===== src/sv/assert_macros.svh =====
// Assertion helpers shared by the tokenizer RTL
`ifndef ASSERT_MACROS_SVH
`define ASSERT_MACROS_SVH

// same-cycle implication
`define XST_ASSERT(lbl, clk, rst, ante, cons) \
   lbl: assert property (@(posedge clk) disable iff (rst) (ante) |-> (cons)) \
      else $error("tokenizer assertion failed");

// next-cycle implication
`define XST_ASSERT_NEXT(lbl, clk, rst, ante, cons) \
   lbl: assert property (@(posedge clk) disable iff (rst) (ante) |=> (cons)) \
      else $error("tokenizer assertion failed");

`endif


===== src/sv/xst_pkg.sv =====
package xst_pkg;

   typedef enum logic [11:0] {
      MODE_TEXT      = 12'b0000_0000_0001,
      MODE_LT        = 12'b0000_0000_0010,
      MODE_NAME      = 12'b0000_0000_0100,
      MODE_ATTRS     = 12'b0000_0000_1000,
      MODE_SELF_END  = 12'b0000_0001_0000,
      MODE_CLOSE     = 12'b0000_0010_0000,
      MODE_COMMENT   = 12'b0000_0100_0000,
      MODE_CDATA     = 12'b0000_1000_0000,
      MODE_PI        = 12'b0001_0000_0000,
      MODE_ATTR_NAME = 12'b0010_0000_0000,
      MODE_ATTR_EQ   = 12'b0100_0000_0000,
      MODE_ATTR_VAL  = 12'b1000_0000_0000
   } mode_type;

   localparam logic [3:0] EV_TEXT       = 4'd0;
   localparam logic [3:0] EV_TEXT_END   = 4'd1;
   localparam logic [3:0] EV_TAG        = 4'd2;
   localparam logic [3:0] EV_ATTR_NAME  = 4'd3;
   localparam logic [3:0] EV_ATTR_VALUE = 4'd4;
   localparam logic [3:0] EV_ATTR_END   = 4'd5;
   localparam logic [3:0] EV_START      = 4'd6;
   localparam logic [3:0] EV_CLOSE      = 4'd7;
   localparam logic [3:0] EV_RESTART    = 4'd8;

   localparam logic [1:0] CSR_NAME_LIMIT  = 2'd0;
   localparam logic [1:0] CSR_VALUE_LIMIT = 2'd1;
   localparam logic [1:0] CSR_TEXT_LIMIT  = 2'd2;
   localparam logic [1:0] CSR_ATTR_LIMIT  = 2'd3;

   localparam logic [7:0] CH_LT     = 8'h3C;
   localparam logic [7:0] CH_GT     = 8'h3E;
   localparam logic [7:0] CH_SLASH  = 8'h2F;
   localparam logic [7:0] CH_BANG   = 8'h21;
   localparam logic [7:0] CH_QMARK  = 8'h3F;
   localparam logic [7:0] CH_AMP    = 8'h26;
   localparam logic [7:0] CH_DASH   = 8'h2D;
   localparam logic [7:0] CH_EQ     = 8'h3D;
   localparam logic [7:0] CH_DQUOTE = 8'h22;
   localparam logic [7:0] CH_SQUOTE = 8'h27;
   localparam logic [7:0] CH_RBRACK = 8'h5D;

   localparam int QUEUE_DEPTH = 4;
   localparam int QPTR_W      = 2;

   typedef struct packed {
      logic [7:0] data;
      logic       is_space;
      logic       name_start;
      logic       name_char;
   } byte_class_type;

   typedef struct packed {
      byte_class_type cls;
      logic           last;
   } queue_entry_type;

   typedef struct packed {
      logic [7:0]  name_limit;
      logic [9:0]  value_limit;
      logic [11:0] text_limit;
      logic [4:0]  attr_limit;
   } limits_type;

   typedef struct packed {
      mode_type    mode;
      logic        single_quote;
      logic [7:0]  name_len;
      logic [7:0]  aname_cnt;
      logic [9:0]  value_len;
      logic [11:0] text_cnt;
      logic [4:0]  attr_num;
   } parse_state_type;

   localparam parse_state_type PARSE_RESET = '{mode: MODE_TEXT, default: '0};

   typedef struct packed {
      logic       valid;
      logic [3:0] kind;
      logic [7:0] char_code;
   } event_type;

   typedef struct packed {
      parse_state_type   next;
      logic [3:0]        used;
      event_type [2:0]   events;
   } act_result_type;

   function automatic event_type mk_ev(logic [3:0] kind, logic [7:0] ch);
      event_type e;
      e.valid = 1'b1;
      e.kind = kind;
      e.char_code = ch;
      return e;
   endfunction

   function automatic byte_class_type classify(logic [7:0] b);
      byte_class_type r;
      logic alpha;
      logic digit;
      alpha = (b >= 8'h61 && b <= 8'h7A) || (b >= 8'h41 && b <= 8'h5A);
      digit = b >= 8'h30 && b <= 8'h39;
      r.data = b;
      r.is_space = (b == 8'h20) || (b >= 8'h09 && b <= 8'h0D);
      r.name_start = alpha || b == 8'h5F || b == 8'h3A;
      r.name_char = r.name_start || digit || b == 8'h2D || b == 8'h2E;
      return r;
   endfunction

endpackage


===== src/sv/xst_front.sv =====
`include "assert_macros.svh"
module xst_front
   import xst_pkg::*;
(
   input  logic            clock,
   input  logic            reset,
   input  logic            req_valid,
   output logic            req_stall,
   input  logic [7:0]      req_data_byte,
   input  logic            req_end_of_data,
   output logic            q_valid,
   output queue_entry_type q_entry,
   input  logic            q_pop
);

   queue_entry_type      slot_ff [QUEUE_DEPTH];
   logic [QPTR_W-1:0]    wr_ptr_ff, wr_ptr_in;
   logic [QPTR_W-1:0]    rd_ptr_ff, rd_ptr_in;
   logic [QPTR_W:0]      count_ff, count_in;
   logic                 push, pop;

   assign req_stall = count_ff == (QPTR_W+1)'(QUEUE_DEPTH);
   assign push = req_valid && !req_stall;
   assign q_valid = count_ff != '0;
   assign pop = q_pop && q_valid;
   assign q_entry = slot_ff[rd_ptr_ff];

   always_comb begin
      wr_ptr_in = push ? wr_ptr_ff + 1'b1 : wr_ptr_ff;
      rd_ptr_in = pop ? rd_ptr_ff + 1'b1 : rd_ptr_ff;
      count_in = count_ff + (QPTR_W+1)'(push) - (QPTR_W+1)'(pop);
   end

   always_ff @(posedge clock) begin
      if (reset) begin
         wr_ptr_ff <= '0;
         rd_ptr_ff <= '0;
         count_ff <= '0;
      end else begin
         wr_ptr_ff <= wr_ptr_in;
         rd_ptr_ff <= rd_ptr_in;
         count_ff <= count_in;
      end
   end

   // classify on the way in so the back end only looks at flags
   always_ff @(posedge clock) begin
      if (push) begin
         slot_ff[wr_ptr_ff] <= '{cls: classify(req_data_byte), last: req_end_of_data};
      end
   end

   `XST_ASSERT(a_pop_needs_data, clock, reset, q_pop && !q_valid, 1'b0)
   `XST_ASSERT(a_count_bound, clock, reset, 1'b1, count_ff <= (QPTR_W+1)'(QUEUE_DEPTH))
   `XST_ASSERT_NEXT(a_count_tracks, clock, reset, push && !pop,
                    count_ff == $past(count_ff) + 1'b1)

endmodule


===== src/sv/xst_decode.sv =====
module xst_decode
   import xst_pkg::*;
#(
   parameter int LOOKAHEAD_DEPTH = 8
) (
   input  parse_state_type                         st,
   input  limits_type                              lim,
   input  byte_class_type [7:0]                    win,
   input  logic [$clog2(LOOKAHEAD_DEPTH+2)-1:0]    view_len,
   output act_result_type                          res
);

   localparam int LEN_W = $clog2(LOOKAHEAD_DEPTH + 2);

   logic [7:0]  c, ch, ent_ch, quote_ch;
   logic [3:0]  ent_used;
   logic        tl_ok, nm_ok, live, ok1;
   logic [11:0] tl1;

   always_comb begin
      res = '0;
      res.next = st;
      res.used = 4'd1;
      c = win[0].data;
      tl_ok = st.text_cnt < lim.text_limit;
      nm_ok = st.name_len < lim.name_limit;
      live = st.attr_num < lim.attr_limit;
      quote_ch = st.single_quote ? CH_SQUOTE : CH_DQUOTE;
      tl1 = '0;
      ok1 = 1'b0;

      // entity after '&'; unknown ones keep the '&'
      ent_ch = CH_AMP;
      ent_used = 4'd1;
      if (view_len > LEN_W'(4) &&
          {win[1].data, win[2].data, win[3].data, win[4].data} == "amp;") begin
         ent_ch = CH_AMP;
         ent_used = 4'd5;
      end else if (view_len > LEN_W'(3) &&
                   {win[1].data, win[2].data, win[3].data} == "lt;") begin
         ent_ch = CH_LT;
         ent_used = 4'd4;
      end else if (view_len > LEN_W'(3) &&
                   {win[1].data, win[2].data, win[3].data} == "gt;") begin
         ent_ch = CH_GT;
         ent_used = 4'd4;
      end else if (view_len > LEN_W'(5) && {win[1].data, win[2].data, win[3].data,
                   win[4].data, win[5].data} == "quot;") begin
         ent_ch = CH_DQUOTE;
         ent_used = 4'd6;
      end else if (view_len > LEN_W'(5) && {win[1].data, win[2].data, win[3].data,
                   win[4].data, win[5].data} == "apos;") begin
         ent_ch = CH_SQUOTE;
         ent_used = 4'd6;
      end
      ch = (c == CH_AMP) ? ent_ch : c;

      unique case (st.mode)
         MODE_TEXT: begin
            if (c == CH_LT) begin
               if (st.text_cnt != '0) res.events[0] = mk_ev(EV_TEXT_END, 8'd0);
               res.next.text_cnt = '0;
               res.next.mode = MODE_LT;
            end else begin
               if (c == CH_AMP) res.used = ent_used;
               if (tl_ok) begin
                  res.events[0] = mk_ev(EV_TEXT, ch);
                  res.next.text_cnt = st.text_cnt + 1'b1;
               end
            end
         end
         MODE_LT: begin
            if (c == CH_SLASH) begin
               res.events[0] = mk_ev(EV_RESTART, 8'd0);
               res.next.name_len = '0;
               res.next.mode = MODE_CLOSE;
            end else if (c == CH_BANG) begin
               if (view_len > LEN_W'(3) && win[1].data == CH_DASH && win[2].data == CH_DASH) begin
                  res.next.mode = MODE_COMMENT;
                  res.used = 4'd3;
               end else if (view_len > LEN_W'(8) && {win[1].data, win[2].data, win[3].data,
                            win[4].data, win[5].data, win[6].data, win[7].data} == "[CDATA[") begin
                  res.next.mode = MODE_CDATA;
                  res.used = 4'd8;
               end else begin
                  res.next.mode = MODE_TEXT;
               end
            end else if (c == CH_QMARK) begin
               res.next.mode = MODE_PI;
            end else if (win[0].name_start) begin
               res.events[0] = mk_ev(EV_RESTART, 8'd0);
               res.next.name_len = '0;
               if (lim.name_limit != '0) begin
                  res.events[1] = mk_ev(EV_TAG, c);
                  res.next.name_len = 8'd1;
               end
               res.next.mode = MODE_NAME;
            end else begin
               // stray '<': both bytes become text
               ok1 = tl_ok;
               tl1 = st.text_cnt + 12'(ok1);
               if (ok1) res.events[0] = mk_ev(EV_TEXT, CH_LT);
               if (tl1 < lim.text_limit) begin
                  res.events[1] = mk_ev(EV_TEXT, c);
                  tl1 = tl1 + 1'b1;
               end
               res.next.text_cnt = tl1;
               res.next.mode = MODE_TEXT;
            end
         end
         MODE_NAME: begin
            if (win[0].is_space) begin
               res.next.mode = MODE_ATTRS;
            end else if (c == CH_GT || c == CH_SLASH) begin
               res.events[0] = mk_ev(EV_START, 8'd0);
               res.next.attr_num = '0;
               res.next.name_len = '0;
               if (c == CH_SLASH) begin
                  res.events[1] = mk_ev(EV_CLOSE, 8'd0);
                  res.next.mode = MODE_SELF_END;
               end else begin
                  res.next.mode = MODE_TEXT;
               end
            end else if (win[0].name_char) begin
               if (nm_ok) begin
                  res.events[0] = mk_ev(EV_TAG, c);
                  res.next.name_len = st.name_len + 1'b1;
               end
            end else begin
               res.next.mode = MODE_TEXT;
            end
         end
         MODE_ATTRS: begin
            if (c == CH_GT || c == CH_SLASH) begin
               res.events[0] = mk_ev(EV_START, 8'd0);
               res.next.attr_num = '0;
               res.next.name_len = '0;
               if (c == CH_SLASH) begin
                  res.events[1] = mk_ev(EV_CLOSE, 8'd0);
                  res.next.mode = MODE_SELF_END;
               end else begin
                  res.next.mode = MODE_TEXT;
               end
            end else if (win[0].name_start) begin
               res.next.aname_cnt = '0;
               if (live && lim.name_limit != '0) begin
                  res.events[0] = mk_ev(EV_ATTR_NAME, c);
                  res.next.aname_cnt = 8'd1;
               end
               res.next.mode = MODE_ATTR_NAME;
            end
         end
         MODE_ATTR_NAME: begin
            if (win[0].is_space || c == CH_EQ) begin
               res.next.mode = MODE_ATTR_EQ;
            end else if (win[0].name_char) begin
               if (live && st.aname_cnt < lim.name_limit) begin
                  res.events[0] = mk_ev(EV_ATTR_NAME, c);
                  res.next.aname_cnt = st.aname_cnt + 1'b1;
               end
            end else if (c == CH_GT || c == CH_SLASH) begin
               // valueless attribute closes, then the tag opens
               if (live) res.events[0] = mk_ev(EV_ATTR_END, 8'd0);
               res.next.aname_cnt = '0;
               res.next.value_len = '0;
               res.events[1] = mk_ev(EV_START, 8'd0);
               res.next.attr_num = '0;
               res.next.name_len = '0;
               if (c == CH_SLASH) begin
                  res.events[2] = mk_ev(EV_CLOSE, 8'd0);
                  res.next.mode = MODE_SELF_END;
               end else begin
                  res.next.mode = MODE_TEXT;
               end
            end
         end
         MODE_ATTR_EQ: begin
            if (c == CH_DQUOTE || c == CH_SQUOTE) begin
               res.next.single_quote = c == CH_SQUOTE;
               res.next.value_len = '0;
               res.next.mode = MODE_ATTR_VAL;
            end
         end
         MODE_ATTR_VAL: begin
            if (c == quote_ch) begin
               if (live) begin
                  res.events[0] = mk_ev(EV_ATTR_END, 8'd0);
                  res.next.attr_num = st.attr_num + 1'b1;
               end
               res.next.aname_cnt = '0;
               res.next.value_len = '0;
               res.next.mode = MODE_ATTRS;
            end else begin
               if (c == CH_AMP) res.used = ent_used;
               if (live && st.value_len < lim.value_limit) begin
                  res.events[0] = mk_ev(EV_ATTR_VALUE, ch);
                  res.next.value_len = st.value_len + 1'b1;
               end
            end
         end
         MODE_SELF_END: begin
            if (c == CH_GT) res.next.mode = MODE_TEXT;
         end
         MODE_CLOSE: begin
            if (c == CH_GT) begin
               res.events[0] = mk_ev(EV_CLOSE, 8'd0);
               res.next.name_len = '0;
               res.next.mode = MODE_TEXT;
            end else if (!win[0].is_space && nm_ok) begin
               res.events[0] = mk_ev(EV_TAG, c);
               res.next.name_len = st.name_len + 1'b1;
            end
         end
         MODE_COMMENT: begin
            if (c == CH_DASH && view_len > LEN_W'(2) && win[1].data == CH_DASH &&
                win[2].data == CH_GT) begin
               res.next.mode = MODE_TEXT;
               res.used = 4'd3;
            end
         end
         MODE_CDATA: begin
            if (c == CH_RBRACK && view_len > LEN_W'(2) && win[1].data == CH_RBRACK &&
                win[2].data == CH_GT) begin
               if (st.text_cnt != '0) res.events[0] = mk_ev(EV_TEXT_END, 8'd0);
               res.next.text_cnt = '0;
               res.next.mode = MODE_TEXT;
               res.used = 4'd3;
            end else if (tl_ok) begin
               res.events[0] = mk_ev(EV_TEXT, c);
               res.next.text_cnt = st.text_cnt + 1'b1;
            end
         end
         MODE_PI: begin
            if (c == CH_QMARK && view_len > LEN_W'(1) && win[1].data == CH_GT) begin
               res.next.mode = MODE_TEXT;
               res.used = 4'd2;
            end
         end
         default: res.next.mode = MODE_TEXT;
      endcase
   end

endmodule


===== src/sv/xst_back.sv =====
`include "assert_macros.svh"
module xst_back
   import xst_pkg::*;
#(
   parameter int LOOKAHEAD_DEPTH = 8
) (
   input  logic            clock,
   input  logic            reset,
   input  limits_type      lim,
   input  logic            q_valid,
   input  queue_entry_type q_entry,
   output logic            q_pop,
   output logic            rsp_valid,
   input  logic            rsp_stall,
   output logic [3:0]      rsp_event_kind,
   output logic [7:0]      rsp_event_char,
   output logic            rsp_last_in_run
);

   localparam int VIEW  = LOOKAHEAD_DEPTH + 1;
   localparam int LEN_W = $clog2(LOOKAHEAD_DEPTH + 2);

   typedef enum logic [3:0] {
      PH_IDLE   = 4'b0001,
      PH_ACT    = 4'b0010,
      PH_FLUSH  = 4'b0100,
      PH_FINISH = 4'b1000
   } phase_type;

   phase_type        phase_ff, phase_in;
   byte_class_type   view_ff [VIEW];
   byte_class_type   view_in [VIEW];
   logic [LEN_W-1:0] len_ff, len_in;
   logic             end_ff, end_in;
   parse_state_type  st_ff, st_in;
   logic [1:0]       sub_ff, sub_in;
   event_type        hold_ff, hold_in;
   logic             hold_v_ff, hold_v_in;
   event_type        out_ff, out_in;
   logic             out_v_ff, out_v_in;
   logic             out_last_ff, out_last_in;

   byte_class_type [7:0] win;
   act_result_type   act;
   logic [2:0]       rem;
   logic [1:0]       k;
   logic             have, last_slot, loop_cond;
   logic             out_free, emit_ok, emit, fin_push, out_load;
   logic             load, commit, clear;
   event_type        emit_ev;

   always_comb begin
      for (int i = 0; i < 8; i++) win[i] = view_ff[i];
   end

   xst_decode #(.LOOKAHEAD_DEPTH(LOOKAHEAD_DEPTH)) u_decode (
      .st       (st_ff),
      .lim      (lim),
      .win      (win),
      .view_len (len_ff),
      .res      (act)
   );

   assign out_free = !out_v_ff || !rsp_stall;
   assign emit_ok = !hold_v_ff || out_free;
   assign loop_cond = (len_ff > LEN_W'(LOOKAHEAD_DEPTH)) || (end_ff && len_ff != '0);

   // next event slot of the current act still to be sent
   always_comb begin
      for (int i = 0; i < 3; i++) rem[i] = act.events[i].valid && (2'(i) >= sub_ff);
      have = rem != '0;
      if (rem[0]) begin
         k = 2'd0;
         last_slot = !rem[1] && !rem[2];
      end else if (rem[1]) begin
         k = 2'd1;
         last_slot = !rem[2];
      end else begin
         k = 2'd2;
         last_slot = 1'b1;
      end
   end

   always_comb begin
      phase_in = phase_ff;
      end_in = end_ff;
      sub_in = sub_ff;
      q_pop = 1'b0;
      load = 1'b0;
      commit = 1'b0;
      clear = 1'b0;
      emit = 1'b0;
      emit_ev = '0;
      fin_push = 1'b0;
      unique case (phase_ff)
         PH_IDLE: begin
            if (q_valid) begin
               q_pop = 1'b1;
               load = 1'b1;
               end_in = q_entry.last;
               phase_in = PH_ACT;
            end
         end
         PH_ACT: begin
            if (loop_cond) begin
               if (!have) begin
                  commit = 1'b1;
               end else if (emit_ok) begin
                  emit = 1'b1;
                  emit_ev = act.events[k];
                  sub_in = k + 1'b1;
                  commit = last_slot;
               end
            end else begin
               phase_in = end_ff ? PH_FLUSH : PH_FINISH;
            end
         end
         PH_FLUSH: begin
            if (st_ff.text_cnt == '0) begin
               clear = 1'b1;
            end else if (emit_ok) begin
               emit = 1'b1;
               emit_ev = mk_ev(EV_TEXT_END, 8'd0);
               clear = 1'b1;
            end
            if (clear) phase_in = PH_FINISH;
         end
         PH_FINISH: begin
            if (!hold_v_ff) begin
               phase_in = PH_IDLE;
            end else if (out_free) begin
               fin_push = 1'b1;
               phase_in = PH_IDLE;
            end
         end
         default: phase_in = PH_IDLE;
      endcase

      st_in = st_ff;
      len_in = len_ff;
      if (load) len_in = len_ff + 1'b1;
      if (commit) begin
         st_in = act.next;
         len_in = len_ff - LEN_W'(act.used);
         sub_in = '0;
      end
      if (clear) begin
         st_in = PARSE_RESET;
         len_in = '0;
         end_in = 1'b0;
      end

      for (int i = 0; i < VIEW; i++) begin
         view_in[i] = view_ff[i];
         if (load && len_ff == LEN_W'(i)) view_in[i] = q_entry.cls;
         if (commit) begin
            for (int s = 1; s <= 8; s++) begin
               if (act.used == 4'(s) && i + s < VIEW) view_in[i] = view_ff[i + s];
            end
         end
      end

      // the newest event waits in hold until we know if it ends the run
      hold_in = emit ? emit_ev : hold_ff;
      hold_v_in = emit || (hold_v_ff && !fin_push);
      out_load = (emit && hold_v_ff) || fin_push;
      out_in = out_load ? hold_ff : out_ff;
      out_last_in = out_load ? fin_push : out_last_ff;
      out_v_in = out_load || (out_v_ff && rsp_stall);
   end

   always_ff @(posedge clock) begin
      if (reset) begin
         phase_ff <= PH_IDLE;
         len_ff <= '0;
         end_ff <= 1'b0;
         st_ff <= PARSE_RESET;
         sub_ff <= '0;
         hold_v_ff <= 1'b0;
         out_v_ff <= 1'b0;
      end else begin
         phase_ff <= phase_in;
         len_ff <= len_in;
         end_ff <= end_in;
         st_ff <= st_in;
         sub_ff <= sub_in;
         hold_v_ff <= hold_v_in;
         out_v_ff <= out_v_in;
      end
   end

   always_ff @(posedge clock) begin
      for (int i = 0; i < VIEW; i++) view_ff[i] <= view_in[i];
      hold_ff <= hold_in;
      out_ff <= out_in;
      out_last_ff <= out_last_in;
   end

   assign rsp_valid = out_v_ff;
   assign rsp_event_kind = out_ff.kind;
   assign rsp_event_char = out_ff.char_code;
   assign rsp_last_in_run = out_last_ff;

   `XST_ASSERT(a_no_overwrite, clock, reset, emit, !hold_v_ff || !out_v_ff || !rsp_stall)
   `XST_ASSERT(a_view_bound, clock, reset, 1'b1, len_ff <= LEN_W'(VIEW))
   `XST_ASSERT_NEXT(a_finish_to_idle, clock, reset, phase_ff == PH_FINISH && !hold_v_ff, phase_ff == PH_IDLE)

endmodule


===== src/sv/xml_sax_tokenizer.sv =====
// channel  | ports                              | moves
// req      | req_valid/req_stall                | one document byte plus end flag
// rsp      | rsp_valid/rsp_stall                | one event, last_in_run marks the byte's final one
// csr      | csr_write_enable/index/write_data  | limit register write
// A byte is first loaded into the window. While the window is full, the decode unit acts
// on it, and each act sends its events one at a time, waiting while the output is stalled.
// Once the window is short, the byte's final event is released from hold.
// End of data drains up to LOOKAHEAD_DEPTH+1 acts through the decode unit, then one text end if text is open.
// Reset is synchronous; it empties the queue and window and restores the limits.
// A four-entry queue keeps taking bytes while the output is stalled, until it is full.
module xml_sax_tokenizer
   import xst_pkg::*;
#(
   parameter int LOOKAHEAD_DEPTH = 8
) (
   input  logic        clock,
   input  logic        reset,
   input  logic        req_valid,
   output logic        req_stall,
   input  logic [7:0]  req_data_byte,
   input  logic        req_end_of_data,
   output logic        rsp_valid,
   input  logic        rsp_stall,
   output logic [3:0]  rsp_event_kind,
   output logic [7:0]  rsp_event_char,
   output logic        rsp_last_in_run,
   input  logic        csr_write_enable,
   input  logic [1:0]  csr_index,
   input  logic [11:0] csr_write_data
);

   limits_type      lim_ff, lim_in;
   logic            q_valid, q_pop;
   queue_entry_type q_entry;

   always_comb begin
      lim_in = lim_ff;
      if (csr_write_enable) begin
         unique case (csr_index)
            CSR_NAME_LIMIT:  lim_in.name_limit = csr_write_data[7:0];
            CSR_VALUE_LIMIT: lim_in.value_limit = csr_write_data[9:0];
            CSR_TEXT_LIMIT:  lim_in.text_limit = csr_write_data[11:0];
            CSR_ATTR_LIMIT:  lim_in.attr_limit = csr_write_data[4:0];
            default: lim_in = lim_ff;
         endcase
      end
   end

   always_ff @(posedge clock) begin
      if (reset) begin
         lim_ff <= '{name_limit: 8'd255, value_limit: 10'd1023,
                     text_limit: 12'd4095, attr_limit: 5'd31};
      end else begin
         lim_ff <= lim_in;
      end
   end

   xst_front u_front (
      .clock           (clock),
      .reset           (reset),
      .req_valid       (req_valid),
      .req_stall       (req_stall),
      .req_data_byte   (req_data_byte),
      .req_end_of_data (req_end_of_data),
      .q_valid         (q_valid),
      .q_entry         (q_entry),
      .q_pop           (q_pop)
   );

   xst_back #(.LOOKAHEAD_DEPTH(LOOKAHEAD_DEPTH)) u_back (
      .clock           (clock),
      .reset           (reset),
      .lim             (lim_ff),
      .q_valid         (q_valid),
      .q_entry         (q_entry),
      .q_pop           (q_pop),
      .rsp_valid       (rsp_valid),
      .rsp_stall       (rsp_stall),
      .rsp_event_kind  (rsp_event_kind),
      .rsp_event_char  (rsp_event_char),
      .rsp_last_in_run (rsp_last_in_run)
   );

endmodule

===== config.mk =====
export PLATFORM = sky130hd
export DESIGN_NAME = xml_sax_tokenizer
export DESIGN_NICKNAME = d
export VERILOG_FILES = /design/src/sv/xst_pkg.sv /design/src/sv/xst_front.sv /design/src/sv/xst_decode.sv /design/src/sv/xst_back.sv /design/src/sv/xml_sax_tokenizer.sv
export VERILOG_INCLUDE_DIRS = /design/src /design/src/sv
export SDC_FILE = /design/constraint.sdc
export NUM_CORES = 1
export LEC_CHECK = 0
export ABC_AREA = 1
export CORE_MARGIN = 3
export CORE_UTILIZATION = 32
export DETAILED_ROUTE_END_ITERATION = 10
export DONT_BUFFER_PORTS = 1
export PLACE_DENSITY = 0.51
export SLEW_MARGIN = 15
export SYNTH_ARGS = -nofsm -noshare
export SYNTH_HDL_FRONTEND = slang
export SYNTH_SLANG_ARGS = --single-unit

===== constraint.sdc =====
create_clock -name clock -period 10 [get_ports clock]
set_input_delay 0 -clock clock [delete_from_list [all_inputs] [get_ports clock]]
set_output_delay 0 -clock clock [all_outputs]
set_load 0.1 [all_outputs]

* Word-level counts from Yosys, hierarchy flattened *
Memories as Yosys holds them, arrays and structs flattened. A register that Yosys moved wholly into a read port is not among the register bits.
Index checks and enable logic that the tools add are counted.

cells by class
  add/sub/neg operators = 14
  reductions and logical operators = 98
  muxes and demuxes = 220
  $lt $le $gt $ge = 24
  equality and inequality tests = 100

operators by type and width
  operator              number
  $mux 11               53
  $mux 13               27
  $mux 12               29
  $mux 26               7
  $mux 8                20
  $eq 8x6->1 const B    18
  $pmux 12 s11          1
  $pmux 13 s8           1
  $eq 40x39->1 const B  2
  $mux 39               2
  $mux 4                15
  $eq 56x55->1 const B  1
  $pmux 13 s4           1
  $mux 5                10
  $eq 24x23->1 const B  2
  $logic_and 1x1->1     43
  $mux 10               4
  $ne 2x2->1 const B    20
  $pmux 8 s5            1
  $ne 3x3->1 const B    13
  $eq 4x3->1 const B    9
  $pmux 12 s3           1
  $eq 32x31->1 const B  1
  $pmux 10 s3           1
  80 further kinds      174

word-level totals
  logic and storage cells = 483
  memories kept = 2
  input port bits = 28
  register bits = 136
  output and inout port bits = 15
  bits in writable memories = 147

memory list
  memory           depth  width  read ports  clocked after Yosys merged registers in  wr ports  RTL line         text
  u_back.view_ff   9      11     9           0                                        9         xst_back.sv:31   byte_class_type view_ff [VIEW];
  u_front.slot_ff  4      12     1           1                                        1         xst_front.sv:16  queue_entry_type slot_ff [QUEUE_DEPTH];

* Longest topological paths before layout *
Gate-level depths: netlist of run 1.
An unclocked memory read counts as a cell.

  word-level depth = 21
  depth in mapped cells = 42
  mapped depth without buffers = 40

* Modules after synthesis *
From an unflattened synthesis of run 1, not the netlist that was laid out.

unflattened totals
  cells, all modules = 3,611
  area, all modules = 22,367.7 um2

modules (own cells, without submodules)
  module             area each (um2)  seq. area each (um2)  instances  cells each
  xst_back           12,316.8         4,224.1               1          1,977
  xst_decode         6,306.0          0.0                   1          1,259
  xst_front          2,413.6          1,621.6               1          213
  xml_sax_tokenizer  1,331.3          700.7                 1          162

* Worst setup path before layout of run 1 *
Ideal clock, no wire load.

  path type = register to register
  from = register lim_ff[10] in the netlist's numbering
  to = register u_back.len_ff[2]
  setup time = 0.070 ns
  buffers on the path = 2
  setup slack = 4.902 ns
  period minus slack after synthesis = 5.098 ns
  stages on the path, launching flop included = 37
  data required time = 9.930 ns
  arrival time = 5.028 ns
  cells stage by stage = dfxtp_1 inv_1 ha_1 nand2_1 inv_1 o21bai_1 nand2_1 a21oi_1 nand2_1 inv_1 ha_1 nand2_1 nor2_1 inv_1 nor2_1 nand2_1 xor2_1 ha_1 nand2_1 inv_1 nand3_1 nor3_1 nand2_1 nand2_1 o21ai_1 o21ai_1 nand2_1 inv_1 nand2_2 a21oi_4 buf_2 buf_2 nand3_1 ha_1 fa_1 xor2_1 a21oi_1

on the way
  cells in the longest elaborated chain, start to end = 18
  elaborated cells between the ends (all ways) = 29
  classes of those cells = 1 x add/sub; 2 x order compare; 20 x mux; 6 x reduce/logical

ends and longest elaborated chain
  item                                                RTL line                 text
  from (decl)                                         xml_sax_tokenizer.sv:32  limits_type lim_ff, lim_in;
  from (signal assigned)                              xml_sax_tokenizer.sv:51  lim_ff <= '{name_limit: 8'd255, value_limit: 10'd1023,
  from (signal assigned)                              xml_sax_tokenizer.sv:54  lim_ff <= lim_in;
  $lt 12x12->1                                        xst_decode.sv:25         tl_ok = st.text_cnt < lim.text_limit;
  $add 12x1->12                                       xst_decode.sv:101        tl1 = st.text_cnt + 12'(ok1);
  $lt 12x12->1                                        xst_decode.sv:103        if (tl1 < lim.text_limit) begin
  $mux 13                                             xst_decode.sv:103
  $mux 26                                             xst_decode.sv:90         end else if (win[0].name_start) begin
  $mux 26                                             xst_decode.sv:88         end else if (c == CH_QMARK) begin
  $mux 26                                             xst_decode.sv:77         end else if (c == CH_BANG) begin
  $mux 13                                             xst_decode.sv:73         if (c == CH_SLASH) begin
  [2 not listed]                                      n/a
  $logic_not 1->1                                     xst_back.sv:74           last_slot = !rem[1] && !rem[2];
  $logic_and 1x1->1                                   xst_back.sv:74
  $mux 1                                              xst_back.sv:72           if (rem[0]) begin
  $mux 1                                              xst_back.sv:108          end else if (emit_ok) begin
  $mux 1 (*)                                          xst_back.sv:106          if (!have) begin
  $mux 1 (*)                                          xst_back.sv:105          if (loop_cond) begin
  $mux 1 (*)                                          xst_back.sv:95           unique case (phase_ff)
  $mux 4 / $reduce_bool 2->1 (equally long branches)  n/a
  to (signal assigned)                                xst_back.sv:183          len_ff <= len_in;
  to (decl)                                           xst_back.sv:33           logic [LEN_W-1:0] len_ff, len_in;

Every way passes the cells marked *; elsewhere a longest branch is shown, timed or not.
A chain may end at the register's enable or synchronous reset.

* Worst setup path after layout of run 1 *
  from = register u_back.st_ff[16] in the netlist's numbering
  to = register u_back.len_ff[3]

on the way
  cells in the longest elaborated chain, start to end = 18
  elaborated cells between the ends (all ways) = 36
  classes of those cells = 1 x add/sub; 2 x order compare; 24 x mux; 9 x reduce/logical

ends and longest elaborated chain
  item                                                RTL line           text
  from (decl)                                         xst_back.sv:35     parse_state_type st_ff, st_in;
  from (signal assigned)                              xst_back.sv:185    st_ff <= st_in;
  $lt 12x12->1                                        xst_decode.sv:25
  $add 12x1->12                                       xst_decode.sv:101
  $lt 12x12->1                                        xst_decode.sv:103
  $mux 13                                             xst_decode.sv:103
  $mux 26                                             xst_decode.sv:90
  $mux 26                                             xst_decode.sv:88
  $mux 26                                             xst_decode.sv:77
  $mux 13                                             xst_decode.sv:73
  [2 not listed]                                      n/a
  $logic_not 1->1                                     xst_back.sv:74
  $logic_and 1x1->1                                   xst_back.sv:74
  $mux 1                                              xst_back.sv:72
  $mux 1                                              xst_back.sv:108
  $mux 1                                              xst_back.sv:106
  $mux 1                                              xst_back.sv:105
  $mux 1                                              xst_back.sv:95
  $mux 4 / $reduce_bool 2->1 (equally long branches)  n/a

Parallel ways exist; a longest one is shown, timed or not. The select of a mux whose other input is x is not followed.

==> impl_metrics.json, run 1 <==
{
  "hold_viol_final": 0,
  "yosysTopAreaCellShare_pct": 19.8,
  "irDropWorstVdd_mv": 0.123,
  "netlist_top_cells_area": "dfxtp_1 (20%), nand2_1 (15%), edfxtp_1 (12%)",
  "clk_pin_slew_worst_paths_ps": 60,
  "synth_adder_area_share_pct": 4.33,
  "drt_first_pass_iters": 6,
  "first_iter_violations": 2065,
  "power.density_nw_per_um2": 217,
  "cp.required_ps": 10490,
  "fin_cells": 4010,
  "dp_hpwl_um": 59800,
  "tritoncts": "yes",
  "cts_buffers": 38,
  "cp.arrival_ps": 6920,
  "yosysWarningCount": 0,
  "clk_latency_ps": 600,
  "status": "completed",
  "syn_to_final_growth_pct": 14.0,
  "cts_htree_levels": 2,
  "worst_path_most_repeated_cell": "nand2_1",
  "timing.hold.ws_ps": 26.6,
  "synth_top_family_by_area": "simple AND/OR/NAND/NOR gates",
  "reg2reg_slack_ps": 3570,
  "place_ws_ps": 3640,
  "drv_slew": 0,
  "grt_overflow": 0,
  "leakagePower_nw": 9.97,
  "cp_max_fo": 53,
  "max_freq_mhz": 156,
  "synthFlopType": "dfxtp_1",
  "fin_skew_ps": 59.2,
  "die_y_um": 258,
  "ant_nets": 0,
  "antenna_found_initial": 3,
  "setup_violations": 0,
  "synth.most_common_cell": "nand2_1",
  "wl_um": 85000,
  "cts_root_buffer": "clkbuf_16",
  "min_path_type": "input port to flop",
  "synth_area_per_cell_um2": 6.51,
  "portBuffers": 0,
  "grtUsageTotal_pct": 24.9,
  "end_kind": "flop",
  "yosysSeqAreaShare_pct": 32.3,
  "slew_headroom_pct": 26.7,
  "synth_compound_area_share_pct": 20.4,
  "n_fill_cell": 6796,
  "reg2reg_depth": 36,
  "async_flop_share_pct": 0,
  "synth_edf_count": 84,
  "grt_pass1_vias": 20500,
  "yosys_register_bits": 285,
  "gp_congestion": 0.975,
  "synthCells": 3120,
  "vias": 21900,
  "die_w_um": 258,
  "clockBufferDepth": 3,
  "syn_area_um2": 20300,
  "post_cts_buffers": 0,
  "synth_top_area_cell": "dfxtp_1",
  "core_um2": 62300,
  "cap_violations": 0,
  "cp_slowest_cell": "buf_4",
  "final_nets": 3237,
  "yosys-top-cells-count": "nand2_1 (802), inv_1 (374), o21ai_0 (315), nor2_1 (287), dfxtp_1 (201)",
  "worstSetupPathType": "flop to flop",
  "fin_setup_tns_ps": 0,
  "dp_cells": 3893,
  "worstMarginPinSlew_ps": 1100,
  "rows": 91,
  "vias_per_cell": 5.47,
  "ys_types": 63,
  "utilization_pct": 37.2,
  "crit_family": "simple AND/OR/NAND/NOR gates",
  "ios": 43,
  "syn_nets": 3217,
  "cts_num_sinks": 285,
  "path_buf_inv": 6,
  "worst-path-stages": 36,
  "grt_max_degree": 60,
  "yosys.area_share.simple_pct": 32.4,
  "finalCritPeriodShare_pct": 64.3,
  "cp-start-kind": "flop",
  "die_area_um2": 66500,
  "synthMuxAreaShare_pct": 0,
  "holdPathStages": 5,
  "drive_gt1_share_pct": 6.53,
  "grt_pass1_wl_um": 128000,
  "wl_per_cell_um": 21.2,
  "synth_xor_area_share_pct": 0.820,
  "worst_slack_ps": 3570,
  "period_needed_ps": 6430,
  "drc": 0,
  "rsz0062_at_grt": "no",
  "cp_slowest_stage_delay_ps": 640,
  "initial_core_util_pct": 32.6
}
[repair_timing]
action / in CTS / in global routing
endpoints found under the hold margin: 101 / 0
hold buffers: 44 / 0
gates resized for setup: 0 / 0
[metal layers]
layer  up-vias  GRT usage [%]  wire length [um]
li1      10600              -                 -
met1     10100           33.8             36900
met2      1043           38.5             36800
met3       224           4.72              7560
met4         0           10.8              3710
met5         -              0                 0
[final cells by class]
cell class                 instances  area [um^2]  area share (%)
timing repair buffer              96          848            3.67
sequential                       285         6550            28.3
tap                              837         1050            4.52
inverter                         394         1480            6.39
clock inverter                    21          365            1.58
clock buffer                      49         1040            4.50
antenna                            3         7.51          0.0324
multi-input combinational       2325        11800            51.0
[placed cells by master (no fill, tap or decap), types with 6 or more instances in the layout]
master / instances
a211oi_1: 7
a21oi_1: 200
a2bb2oi_1: 6
a31oi_1: 13
a32oi_1: 13
and3_1: 7
buf_4: 51
bufinv_16: 8
clkbuf_1: 6
clkbuf_16: 39
dfxtp_1: 201
dlygate4sd3_1: 44
edfxtp_1: 84
ha_1: 67
inv_1: 374
inv_2: 20
nand2_1: 802
nand2_2: 8
nand3_1: 172
nand3_2: 8
nand3b_1: 6
nand4_1: 70
nor2_1: 286
nor2_2: 17
nor3_1: 72
nor3_2: 7
nor4_1: 17
o211ai_1: 78
o21ai_0: 315
o21ai_1: 28
o221ai_1: 8
o22ai_1: 20
or2_2: 11
xor2_1: 18
[per-stage QoR]
stage / power, mW / instance area (um^2)
global placement: 3.44 / 21300
global route: 5.32 / 23100
finish: 5.03 / 23100
detailed placement: 3.42 / 21300
CTS: 5.01 / 23100
floorplan: 2.76 / 20300
[path summary, 6_finish.rpt]
path,start,endpoint
max,u_back.st_ff[16]$_SDFFE_PP0P_,u_back.len_ff[3]$_SDFFE_PP0P_
min,req_data_byte[5],u_front.slot_ff[3][2]$_DFFE_PP_
max reg2reg,u_back.st_ff[16]$_SDFFE_PP0P_,u_back.len_ff[3]$_SDFFE_PP0P_
min reg2reg,u_back.hold_ff[9]$_DFFE_PP_,u_back.rsp_event_kind[1]$_DFFE_PP_
[state kept, by name (all words and copies together), names as in the netlist, named ones only]
register / flops
u_back.rsp_event_char: 8
u_front.count_ff: 3
u_back.phase_ff: 4
u_back.hold_v_ff: 1
u_back.rsp_last_in_run: 1
u_back.len_ff: 4
u_back.sub_ff: 2
u_back.rsp_event_kind: 4
u_front.rd_ptr_ff: 2
u_back.rsp_valid: 1
u_back.view_ff: 99
u_back.end_ff: 1
u_front.wr_ptr_ff: 2
lim_ff: 35
u_back.st_ff: 56
u_front.slot_ff: 48
u_back.hold_ff: 12
[power by group]
group | leakage, nW | internal, mW | switching [mW]
Clock | 0.682 | 0.956 | 0.593
Combinational | 6.88 | 0.536 | 1.16
Sequential | 2.40 | 1.43 | 0.363
Total | 9.97 | 2.92 | 2.11
[kinds of logic after synthesis]
kind of cell / after synthesis
compound gates: 728
buf+inv: 510
simple gates: 1509
flops: 285
fa+ha+maj: 69
xor+xnor: 19
[worst register-to-register path, delay by kind of cell (launching register included)]
| kind | cells | cell delay (ps) |
|---|---|---|
| flip-flops | 1 | 430 |
| AND/OR/NAND/NOR | 17 | 2040 |
| adder cells (fa/ha/maj) | 4 | 1110 |
| buffers and inverters | 6 | 1120 |
| AO/OA/AOI/OAI | 9 | 1630 |
Power figures use the tool's default switching activity.
==> inputs of run 2 (changes only) <==
==> constraint.sdc (replaced) <==
create_clock -name clock -period 6.45 [get_ports clock]
set_input_delay 0 -clock clock [delete_from_list [all_inputs] [get_ports clock]]
set_output_delay 0 -clock clock [all_outputs]
set_load 0.1 [all_outputs]
==> impl_metrics.json, run 2 (synthesized netlist as in run 1, its figures left out) <==
{
  "cts_htree_levels": 2,
  "drc": 0,
  "reg2reg_slack_ps": 540,
  "worst_slack_ps": 539,
  "total_power_mw": 7.51,
  "diodes": 0,
  "die_area_um2": 66500,
  "slew_headroom_pct": 19.1,
  "drt_first_pass_iters": 6,
  "min_path_type": "input port to flop",
  "cp_slowest_cell": "dfxtp_1",
  "hold_viol_final": 0,
  "swShare_pct": 43.3,
  "rsz0062_at_grt": "no",
  "worstSetupPathType": "flop to flop",
  "irDropWorstVdd_mv": 0.183,
  "cts_buffers": 38,
  "place_ws_ps": 606,
  "cts_num_sinks": 285,
  "grt_pass1_wl_um": 129000,
  "end_kind": "flop",
  "wl_um": 85100,
  "cp.arrival_ps": 6370,
  "grtUsageTotal_pct": 24.9,
  "grt_max_degree": 98,
  "place_area_um2": 21400,
  "initial_core_util_pct": 32.6,
  "grt_overflow": 0,
  "cp_slowest_stage_delay_ps": 500,
  "tritoncts": "yes",
  "clk_latency_ps": 580,
  "status": "completed",
  "utilization_pct": 37.0,
  "cts_root_buffer": "clkbuf_16",
  "worstMarginPinSlew_ps": 1200,
  "fin_cells": 4014,
  "final_nets": 3246,
  "endpoint": "u_back.len_ff[3]$_SDFFE_PP0P_",
  "reg2reg_depth": 35,
  "drv_slew": 0,
  "timing.hold.ws_ps": 22.1,
  "clockBufferDepth": 3,
  "vias": 22100,
  "fin_skew_ps": 32.0,
  "clk_pin_slew_worst_paths_ps": 50,
  "gp_congestion": 0.978,
  "mostFrequentLayoutCell": "nand2_1",
  "dp_cells": 3900,
  "finalCritPeriodShare_pct": 91.6,
  "rows": 91,
  "leakagePower_nw": 9.91,
  "crit_start": "u_back.st_ff[14]$_SDFFE_PP0P_",
  "clkPwrFrac_pct": 28.0,
  "p_seq_share_pct": 36.9,
  "design_area_um2": 23000,
  "drive_gt1_share_pct": 6.61,
  "period_needed_ps": 5910,
  "top_register": "u_back.view_ff",
  "n_fill_cell": 6843,
  "post_cts_buffers": 0,
  "cp.required_ps": 6910,
  "grt_pass1_vias": 20600,
  "setup_violations": 0,
  "cap_violations": 0,
  "ant_nets": 0,
  "syn_to_final_growth_pct": 13.4,
  "die_y_um": 258,
  "r2r-start": "u_back.st_ff[14]$_SDFFE_PP0P_",
  "first_iter_violations": 2280,
  "die_w_um": 258,
  "ios": 43,
  "p_comb_share_pct": 35.0,
  "worst_path_most_repeated_cell": "nand2_1",
  "portBuffers": 0,
  "max_freq_mhz": 169,
  "dp_hpwl_um": 60400,
  "reg_top3": "u_back.view_ff (99), u_back.st_ff (56), u_front.slot_ff (48)",
  "cp_max_fo": 10,
  "switchingPower_mw": 3.25,
  "cp-start-kind": "flop",
  "power.density_nw_per_um2": 326,
  "internal_power_mw": 4.26,
  "reg2reg_to": "u_back.len_ff[3]$_SDFFE_PP0P_",
  "fin_setup_tns_ps": 0,
  "core_um2": 62300,
  "antenna_found_initial": 1,
  "vias_per_cell": 5.51,
  "wl_per_cell_um": 21.2,
  "largest_reg_flops": 99,
  "final_cell_mix": "nand2_1 (802), inv_1 (374), o21ai_0 (315), nor2_1 (285), dfxtp_1 (201)"
}
[run 2: cell type report]
class / instances / area, um^2 / share of cell area (%)
Multi-Input combinational cell: 2325 / 11800 / 51.3
Sequential cell: 285 / 6550 / 28.4
Inverter: 394 / 1480 / 6.42
Clock buffer: 51 / 1050 / 4.57
Tap cell: 837 / 1050 / 4.55
Timing Repair Buffer: 105 / 933 / 4.05
Clock inverter: 17 / 151 / 0.658
[run 2: timing repair]
action	in CTS	in global routing
gates resized for setup	0	1
hold buffers	46	0
hold endpoints to repair	99	0
endpoints found under the setup margin	0	1
[run 2: worst max-delay path: cells and delay by family, from the launching register on]
family,cells,cell delay [ps]
and+or+nand+nor,17,2020
AOI/OAI and AO/OA,9,1670
adders and majority gates,4,1130
DFF,1,500
buffers and inverters,5,490
[run 2: power by group through the flow]
| stage | logic, mW | registers [mW] | clock network, mW |
|---|---|---|---|
| after floorplan | 1.79 | 2.48 | 0 |
| after global placement | 2.55 | 2.78 | 0 |
| after detailed placement | 2.53 | 2.77 | 0 |
| after CTS | 2.58 | 2.74 | 2.15 |
| after global routing | 2.94 | 2.79 | 2.22 |
| final | 2.63 | 2.78 | 2.11 |
[run 2: worst min-delay path by stage]
stage                           from                              end  slack [ps]  cells past startpoint
floorplan            req_end_of_data  u_front.slot_ff[0][0]$_DFFE_PP_         100                      0
global placement               reset   u_front.count_ff[1]$_SDFF_PP0_          70                      1
detailed placement             reset   u_front.count_ff[1]$_SDFF_PP0_          80                      1
CTS                 csr_write_enable          lim_ff[23]$_SDFFE_PP1P_           6                      4
global route        csr_write_enable          lim_ff[23]$_SDFFE_PP1P_          70                      4
finish              req_data_byte[0]  u_front.slot_ff[3][1]$_DFFE_PP_          20                      4
[run 2: routing by layer]
metal / part of all wire, % / GRT usage (%) / up-vias
met5: 0.018 / 0 / -
met4: 4.8 / 10.8 / 2
met3: 9.0 / 5.11 / 246
met2: 43 / 38.2 / 1068
met1: 44 / 33.9 / 10200
li1: - / - / 10600
